## config.mk

```make
export PLATFORM = sky130hd
export DESIGN_NAME = html_tag_stripper
export DESIGN_NICKNAME = d
export VERILOG_FILES = /design/src/rtl/hts_pkg.sv /design/src/rtl/hts_front.sv /design/src/rtl/hts_queue.sv /design/src/rtl/hts_back.sv /design/src/rtl/html_tag_stripper.sv
export SDC_FILE = /design/constraint.sdc
export NUM_CORES = 1
export LEC_CHECK = 0
export BUFFER_PORTS_ARGS = -buffer_cell sky130_fd_sc_hd__buf_2
export CAP_MARGIN = 5
export CORE_MARGIN = 2
export CORE_UTILIZATION = 44
export CTS_CLUSTER_DIAMETER = 200
export CTS_CLUSTER_SIZE = 14
export DETAILED_ROUTE_END_ITERATION = 16
export MAX_ROUTING_LAYER = met4
export PLACE_DENSITY = 0.63
export SLEW_MARGIN = 10
export SYNTH_ARGS = -nofsm -noshare
export SYNTH_HDL_FRONTEND = slang
export SYNTH_SLANG_ARGS = --single-unit
```

## constraint.sdc

```tcl
create_clock -name aclk -period 7.15 [get_ports aclk]
set_input_delay 0.3575 -clock aclk [delete_from_list [all_inputs] [get_ports aclk]]
set_output_delay 0.3575 -clock aclk [all_outputs]
set_load 0.05 [all_outputs]
```

## src/rtl/hts_pkg.sv

```systemverilog
// Shared types and character constants for the HTML tag stripper.
package hts_pkg;

    localparam logic [7:0] CH_LT    = 8'h3C;
    localparam logic [7:0] CH_GT    = 8'h3E;
    localparam logic [7:0] CH_SPACE = 8'h20;
    localparam logic [7:0] CH_TAB   = 8'h09;
    localparam logic [7:0] CH_LF    = 8'h0A;
    localparam logic [7:0] CH_CR    = 8'h0D;
    localparam logic [7:0] CH_UA    = 8'h41;
    localparam logic [7:0] CH_UZ    = 8'h5A;
    localparam logic [7:0] CASE_OFS = 8'h20;

    localparam int WORD_MAX = 7;

    typedef logic [7:0] word_t [WORD_MAX];

    localparam word_t WORD_SCRIPT  = '{8'h73, 8'h63, 8'h72, 8'h69, 8'h70, 8'h74, 8'h00};
    localparam word_t WORD_STYLE   = '{8'h73, 8'h74, 8'h79, 8'h6C, 8'h65, 8'h00, 8'h00};
    localparam word_t WORD_CSCRIPT = '{8'h2F, 8'h73, 8'h63, 8'h72, 8'h69, 8'h70, 8'h74};
    localparam word_t WORD_CSTYLE  = '{8'h2F, 8'h73, 8'h74, 8'h79, 8'h6C, 8'h65, 8'h00};

    localparam int LEN_SCRIPT  = 6;
    localparam int LEN_STYLE   = 5;
    localparam int LEN_CSCRIPT = 7;
    localparam int LEN_CSTYLE  = 6;

    localparam int QUEUE_DEPTH = 4;
    localparam int QUEUE_AW    = 2;

    // One queue entry: an optional leading space, then the byte (or an end-only item).
    typedef struct packed {
        logic       lead_space;
        logic [7:0] out_char;
        logic       has_char;
        logic       text_end;
    } entry_t;

    function automatic logic is_blank(input logic [7:0] c);
        return (c == CH_SPACE) || (c == CH_TAB) || (c == CH_LF) || (c == CH_CR);
    endfunction

    function automatic logic [7:0] fold_case(input logic [7:0] c);
        if (c >= CH_UA && c <= CH_UZ) begin
            return c + CASE_OFS;
        end
        return c;
    endfunction

endpackage

```

## src/rtl/hts_front.sv

```systemverilog
// Front end: tag/skip/whitespace tracking, builds one queue entry per productive byte or document end.
module hts_front #(
    parameter int NAME_MAX = 7
) (
    input  logic                aclk,
    input  logic                aresetn,
    input  logic                in_fire,
    input  logic [7:0]          in_char,
    input  logic                doc_end,
    output logic                push,
    output hts_pkg::entry_t     entry
);

    localparam int LEN_W = $clog2(NAME_MAX + 2);

    logic             inside_tag_reg,    inside_tag_next;
    logic             skipping_reg,      skipping_next;
    logic [LEN_W-1:0] name_len_reg,      name_len_next;
    logic             name_fin_reg,      name_fin_next;
    logic             space_pend_reg,    space_pend_next;
    logic             started_reg,       started_next;
    logic [7:0]       name_reg [NAME_MAX];
    logic             name_wr;

    logic m_script, m_style, m_cscript, m_cstyle;

    function automatic logic name_is(input hts_pkg::word_t w, input int len,
                                     input logic [LEN_W-1:0] nlen,
                                     input logic [7:0] nb [NAME_MAX]);
        logic ok;
        ok = (nlen == LEN_W'(len));
        for (int i = 0; i < hts_pkg::WORD_MAX; i++) begin
            if (i < len && nb[i] != w[i]) begin
                ok = 1'b0;
            end
        end
        return ok;
    endfunction

    always_comb begin
        m_script  = name_is(hts_pkg::WORD_SCRIPT,  hts_pkg::LEN_SCRIPT,  name_len_reg, name_reg);
        m_style   = name_is(hts_pkg::WORD_STYLE,   hts_pkg::LEN_STYLE,   name_len_reg, name_reg);
        m_cscript = name_is(hts_pkg::WORD_CSCRIPT, hts_pkg::LEN_CSCRIPT, name_len_reg, name_reg);
        m_cstyle  = name_is(hts_pkg::WORD_CSTYLE,  hts_pkg::LEN_CSTYLE,  name_len_reg, name_reg);
    end

    always_comb begin
        inside_tag_next = inside_tag_reg;
        skipping_next   = skipping_reg;
        name_len_next   = name_len_reg;
        name_fin_next   = name_fin_reg;
        space_pend_next = space_pend_reg;
        started_next    = started_reg;
        name_wr         = 1'b0;
        push            = 1'b0;
        entry           = '0;
        if (in_fire) begin
            if (in_char == hts_pkg::CH_LT) begin
                inside_tag_next = 1'b1;
                name_len_next   = '0;
                name_fin_next   = 1'b0;
            end else if (inside_tag_reg) begin
                if (in_char == hts_pkg::CH_GT) begin
                    inside_tag_next = 1'b0;
                    if (!skipping_reg) begin
                        if (m_script || m_style) begin
                            skipping_next = 1'b1;
                        end
                    end else begin
                        if (m_cscript || m_cstyle) begin
                            skipping_next = 1'b0;
                        end
                    end
                    name_len_next = '0;
                    name_fin_next = 1'b0;
                end else if (hts_pkg::is_blank(in_char)) begin
                    name_fin_next = 1'b1;
                end else if (!name_fin_reg) begin
                    if (name_len_reg < LEN_W'(NAME_MAX)) begin
                        name_wr       = 1'b1;
                        name_len_next = name_len_reg + LEN_W'(1);
                    end else begin
                        name_len_next = LEN_W'(NAME_MAX + 1);
                    end
                end
            end else if (skipping_reg) begin
                // script/style body dropped
            end else if (hts_pkg::is_blank(in_char)) begin
                if (started_reg) begin
                    space_pend_next = 1'b1;
                end
            end else begin
                push             = 1'b1;
                entry.lead_space = space_pend_reg;
                entry.out_char   = in_char;
                entry.has_char   = 1'b1;
                space_pend_next  = 1'b0;
                started_next     = 1'b1;
            end
            if (doc_end) begin
                push            = 1'b1;
                entry.text_end  = 1'b1;
                inside_tag_next = 1'b0;
                skipping_next   = 1'b0;
                name_len_next   = '0;
                name_fin_next   = 1'b0;
                space_pend_next = 1'b0;
                started_next    = 1'b0;
            end
        end
    end

    always_ff @(posedge aclk) begin
        if (!aresetn) begin
            inside_tag_reg <= 1'b0;
            skipping_reg   <= 1'b0;
            name_len_reg   <= '0;
            name_fin_reg   <= 1'b0;
            space_pend_reg <= 1'b0;
            started_reg    <= 1'b0;
        end else begin
            inside_tag_reg <= inside_tag_next;
            skipping_reg   <= skipping_next;
            name_len_reg   <= name_len_next;
            name_fin_reg   <= name_fin_next;
            space_pend_reg <= space_pend_next;
            started_reg    <= started_next;
        end
    end

    // name bytes stored case-folded
    always_ff @(posedge aclk) begin
        for (int i = 0; i < NAME_MAX; i++) begin
            if (name_wr && name_len_reg == LEN_W'(i)) begin
                name_reg[i] <= hts_pkg::fold_case(in_char);
            end
        end
    end

endmodule

```

## src/rtl/hts_queue.sv

```systemverilog
// Small FIFO of entries between front and back.
module hts_queue (
    input  logic            aclk,
    input  logic            aresetn,
    input  logic            push,
    input  hts_pkg::entry_t push_data,
    input  logic            pop,
    output hts_pkg::entry_t head,
    output logic            not_empty,
    output logic            not_full
);

    localparam int CNT_W = hts_pkg::QUEUE_AW + 1;

    hts_pkg::entry_t                mem_reg [hts_pkg::QUEUE_DEPTH];
    logic [hts_pkg::QUEUE_AW-1:0]   wr_ptr_reg, wr_ptr_next;
    logic [hts_pkg::QUEUE_AW-1:0]   rd_ptr_reg, rd_ptr_next;
    logic [CNT_W-1:0]               count_reg,  count_next;

    assign not_empty = (count_reg != '0);
    assign not_full  = (count_reg != CNT_W'(hts_pkg::QUEUE_DEPTH));
    assign head      = mem_reg[rd_ptr_reg];

    always_comb begin
        wr_ptr_next = wr_ptr_reg;
        rd_ptr_next = rd_ptr_reg;
        count_next  = count_reg;
        if (push) begin
            wr_ptr_next = wr_ptr_reg + hts_pkg::QUEUE_AW'(1);
        end
        if (pop) begin
            rd_ptr_next = rd_ptr_reg + hts_pkg::QUEUE_AW'(1);
        end
        if (push && !pop) begin
            count_next = count_reg + CNT_W'(1);
        end else if (pop && !push) begin
            count_next = count_reg - CNT_W'(1);
        end
    end

    always_ff @(posedge aclk) begin
        if (!aresetn) begin
            wr_ptr_reg <= '0;
            rd_ptr_reg <= '0;
            count_reg  <= '0;
        end else begin
            wr_ptr_reg <= wr_ptr_next;
            rd_ptr_reg <= rd_ptr_next;
            count_reg  <= count_next;
        end
    end

    always_ff @(posedge aclk) begin
        if (push) begin
            mem_reg[wr_ptr_reg] <= push_data;
        end
    end

endmodule

```

## src/rtl/hts_back.sv

```systemverilog
// Back end: expands each entry into one or two output transfers.
module hts_back (
    input  logic            aclk,
    input  logic            aresetn,
    input  hts_pkg::entry_t head,
    input  logic            head_valid,
    output logic            pop,
    output logic            m_tvalid,
    input  logic            m_tready,
    output logic [7:0]      m_tdata,
    output logic            m_tuser,
    output logic            m_tlast
);

    logic phase_reg, phase_next;
    logic space_turn;
    logic fire;

    assign space_turn = head.lead_space && !phase_reg;
    assign m_tvalid   = head_valid;
    assign fire       = head_valid && m_tready;
    assign pop        = fire && !space_turn;

    always_comb begin
        if (space_turn) begin
            m_tdata = hts_pkg::CH_SPACE;
            m_tuser = 1'b1;
            m_tlast = 1'b0;
        end else begin
            m_tdata = head.out_char;
            m_tuser = head.has_char;
            m_tlast = head.text_end;
        end
    end

    always_comb begin
        phase_next = phase_reg;
        if (fire) begin
            phase_next = space_turn;
        end
    end

    always_ff @(posedge aclk) begin
        if (!aresetn) begin
            phase_reg <= 1'b0;
        end else begin
            phase_reg <= phase_next;
        end
    end

endmodule

```

## src/rtl/html_tag_stripper.sv

```systemverilog
// Top level of the HTML tag stripper: front end, entry queue, back end.
//
//  channel | ports        | tdata           | tuser    | tlast
//  input   | s_t*         | in_char [7:0]   | -        | doc_end
//  result  | m_t*         | out_char [7:0]  | has_char | text_end
//
// One input byte per cycle while the queue is not full; the front end updates its
// state and writes an entry into a four-deep queue in the cycle of the transfer.
// A byte with a pending space yields two result transfers, so the output
// port sets the rate then.
// s_tready drops only when the queue is full. Reset (aresetn low, sync)
// clears tag, skip, space and queue state; no clearing pass.
module html_tag_stripper #(
    parameter int NAME_MAX = 7
) (
    input  logic       aclk,
    input  logic       aresetn,
    input  logic       s_tvalid,
    output logic       s_tready,
    input  logic [7:0] s_tdata,   // [7:0] in_char
    input  logic       s_tlast,
    output logic       m_tvalid,
    input  logic       m_tready,
    output logic [7:0] m_tdata,   // [7:0] out_char
    output logic       m_tuser,   // [0] has_char
    output logic       m_tlast
);

    logic            in_fire;
    logic            push;
    logic            pop;
    logic            not_empty;
    logic            not_full;
    hts_pkg::entry_t entry;
    hts_pkg::entry_t head;

    assign s_tready = not_full;
    assign in_fire  = s_tvalid && not_full;

    hts_front #(
        .NAME_MAX (NAME_MAX)
    ) u_front (
        .aclk    (aclk),
        .aresetn (aresetn),
        .in_fire (in_fire),
        .in_char (s_tdata),
        .doc_end (s_tlast),
        .push    (push),
        .entry   (entry)
    );

    hts_queue u_queue (
        .aclk      (aclk),
        .aresetn   (aresetn),
        .push      (push),
        .push_data (entry),
        .pop       (pop),
        .head      (head),
        .not_empty (not_empty),
        .not_full  (not_full)
    );

    hts_back u_back (
        .aclk       (aclk),
        .aresetn    (aresetn),
        .head       (head),
        .head_valid (not_empty),
        .pop        (pop),
        .m_tvalid   (m_tvalid),
        .m_tready   (m_tready),
        .m_tdata    (m_tdata),
        .m_tuser    (m_tuser),
        .m_tlast    (m_tlast)
    );

endmodule
```

==> out/qor.log <==
[status] result of the run complete, no violations
[clock_tree] maximum level of the CTS H-tree 4
[yosys] leading area contributor after synthesis sky130_fd_sc_hd__edfxtp_1
[yosys] distinct cell type count after synthesis 53
[yosys] synth warn 0
[clock_tree] Post-CTS Hold Buffers 0
[yosys] area share of the largest cell type after synthesis 59.8%
[clock_tree] Inserted Clock Buffers 17
[setup_path] category of the worst setup path launch point flop
[routing] DRC violation count after routing 0
[power] internal power 1.51 mW
[die] Starting Density 44.6%
[place] Detail Placement HPWL 6460 µm
[die] area of the placeable core 11300 µm²
[layout] Area growth syn-to-layout 17.2%
[layout] Antenna Diode Count 0
[clock_tree] clock root buffer sky130_fd_sc_hd__clkbuf_16
[yosys] flip-flop and latch count after synthesis 119
[timing] final clock period utilization by the worst path 48.9%
[timing] count of pins over their slew limit 0
[setup_path] type of the setup path with the least slack reg -> reg
[timing] post-route clock skew 0.00930 ns
[timing] Period minus WS final 3.50 ns
[timing] peak clock frequency supported by timing 0.286 GHz
[timing] final setup slack of the worst path 3.65 ns
[place] number of buffers inserted by port buffering 24
[die] site row count 39
[yosys] ranking of synthesized cells by instance count sky130_fd_sc_hd__edfxtp_1, sky130_fd_sc_hd__and2_1, sky130_fd_sc_hd__nand2_1
[routing] average via count per standard cell 5.49
[power] maximum resistive drop on vdd 0.251 mV
[routing] Iter 0 DRT Violations 156
[setup_path] maximum fanout count along the critical path 12
[timing] hold slack 0.337 ns
[clock_tree] maximum clock path buffer count 2
[place] routability congestion estimate from global placement 0.784
[die] die height 111 µm
[routing] Routed Wire Length 9690 µm
[timing] actual transition at the worst max-transition pin 0.915 ns
[flow_run] number of max-cap violations 0
[global_routing] antenna violations before repair 0
[global_routing] pin count of the biggest net entering global routing 21
[die] io pins 25
[timing] final setup violation count 0
[yosys] fraction of the yosys area taken by sequential cells 67.3%
[setup_path] required arrival time at the worst endpoint 7.47 ns
[timing] Relative slew margins 37.4%
[layout] layout cell share with drive strength beyond 1 19.4%
[yosys] Main synth FF type sky130_fd_sc_hd__edfxtp_1
[global_routing] number of global-route vias before repair 2933
[place] minimum setup slack after placement 3.53 ns
[routing] total number of vias 2875
[power] power density over the cells 359 nW/µm²
[power] leakage power 1.99 nW
[min_path] classification of the worst-slack hold path in -> reg
[global_routing] GRT Util Overall 17.1%
[power] share of total power in combinational logic 19.7%
[yosys] ys async rst share 0%
[yosys] synthesized cell area 5020 µm²
[timing] final-report hold violation count 0
[clock_tree] Sinks on Clock Net 119
[clock_tree] clk_lat worst skew 0.40 ns
[min_path] Min-Delay Startpoint s_tdata[4]
[routing] Post-DRT Antenna Nets 0
[layout] number of nets in the layout 392
[clock_tree] post-CTS setup buffers 0
[power] Clock Power Share 39.7%
[clock_tree] CTS tree done
[clock_tree] post-CTS clock slew at the launch and capture registers of the worst setup and hold paths 0.06 ns
[yosys] most area-consuming cells after synthesis sky130_fd_sc_hd__edfxtp_1, sky130_fd_sc_hd__dfxtp_1, sky130_fd_sc_hd__mux4_2
[timing] unrepaired setup endpoints after global routing no
[yosys] synthesized area per cell 15.1 µm²
[yosys] syn nets 356
[yosys] Post-Syn Instances 332
[setup_path] Setup crit end kind flop
[die] total die area 12300 µm²
[global_routing] first-pass GRT wire length 15500 µm
[yosys] number of enable flip-flop cells after synthesis 100
[clock_tree] number of instances resized during post-cts repair 0
[layout] Largest register FFs 56
[setup_path] worst path arrival time 3.82 ns
[global_routing] remaining global-route overflow 0
[routing] DR WL/cell 18.5 µm
[power] net switching component of the power 0.601 mW
[power] sequential share of power 40.6%
[routing] detailed-routing iteration count for the pre-antenna-repair pass 4
[timing] Post-Route Setup TNS 0 ns
[layout] # fillers 937
[die] overall die width 111 µm
[yosys] most frequent cell after synthesis sky130_fd_sc_hd__edfxtp_1
[place] Post-Place Cell Area 5300 µm²
[power] fraction of power spent switching nets 28.4%
[layout] finished layout cell area 5890 µm²
-- per-layer routing --
layer / up-vias / GRT usage (%) / wire length [µm]
met4: 0 / 6.33 / 111
li1: 1364 / - / -
met2: 58 / 28.4 / 5000
met1: 1442 / 20.0 / 4250
met3: 11 / 4.65 / 332
met5: - / - / 0
-- cell families (layout without fill, tap and decap cells) --
kind of cell	after synthesis	in the layout	synth area share, %
buffers and inverters	16	65	1.22
adders and majority gates	11	11	2.89
muxes	16	16	5.93
and+or+nand+nor	140	140	17.7
xor gates and xnor gates	4	4	0.698
DFF	119	119	67.3
AOI/OAI and AO/OA	26	26	4.18
-- worst max-delay path: stages, from the launching register on --
cell and delay, ns:
sky130_fd_sc_hd__dfxtp_1 0.78, sky130_fd_sc_hd__mux4_2 0.37, sky130_fd_sc_hd__nor2b_1 0.67, sky130_fd_sc_hd__or2_2 0.25, sky130_fd_sc_hd__ha_1 0.18, sky130_fd_sc_hd__inv_1 0.07
sky130_fd_sc_hd__fa_1 0.43, sky130_fd_sc_hd__xor2_1 0.17, sky130_fd_sc_hd__or3_1 0.30, sky130_fd_sc_hd__a21boi_0 0.19
-- power by group through the flow --
stage               clock [mW]  combinational [mW]  sequential (mW)
global route             0.885               0.448            0.867
detailed placement           0               0.420            0.875
CTS                      0.853               0.422            0.861
floorplan                    0               0.342            0.851
global placement             0               0.412            0.872
finish                   0.838               0.416            0.859
-- path summary, 6_finish.rpt --
path	end	slack, ns	depth (start not counted)
setup / recovery	u_queue.count_reg[2]	3.65	9
hold / removal	u_front.name_reg[12]	0.34	1
setup reg to reg	u_queue.count_reg[2]	3.65	9
hold reg to reg	u_front.started_reg	0.50	1
-- area by class of cell --
type,count,area [µm²],area share [%]
Clock buffer,20,437,7.41
Clock inverter,12,154,2.61
Inverter,8,30.0,0.510
Multi-Input combinational cell,197,1580,26.8
Sequential cell,119,3380,57.4
Tap cell,143,179,3.04
Timing Repair Buffer,25,128,2.17
-- metrics by stage --
stage	total power [mW]	util, %	instances
final	2.11	52.2	524
after global routing	2.20	52.2	524
after global placement	1.28	47.0	492
after floorplan	1.19	-	332
after CTS	2.14	52.2	524
after detailed placement	1.29	47.0	492
-- placed cells by master (no fill, tap or decap), types with 5 or more instances in the layout --
cell type	instances
sky130_fd_sc_hd__ha_1	10
sky130_fd_sc_hd__inv_1	8
sky130_fd_sc_hd__clkbuf_16	17
sky130_fd_sc_hd__buf_2	24
sky130_fd_sc_hd__nor4_1	6
sky130_fd_sc_hd__and2_1	25
sky130_fd_sc_hd__edfxtp_1	100
sky130_fd_sc_hd__nor3_1	8
sky130_fd_sc_hd__nor3b_1	5
sky130_fd_sc_hd__dfxtp_1	19
sky130_fd_sc_hd__mux4_2	11
sky130_fd_sc_hd__nand2_1	22
sky130_fd_sc_hd__mux2i_1	5
sky130_fd_sc_hd__clkinvlp_4	5
sky130_fd_sc_hd__nor4b_1	7
sky130_fd_sc_hd__nand3_1	7
sky130_fd_sc_hd__nor2_1	7
sky130_fd_sc_hd__nand4b_1	6
sky130_fd_sc_hd__nor2b_1	14
(Power assumes the default switching activity.)
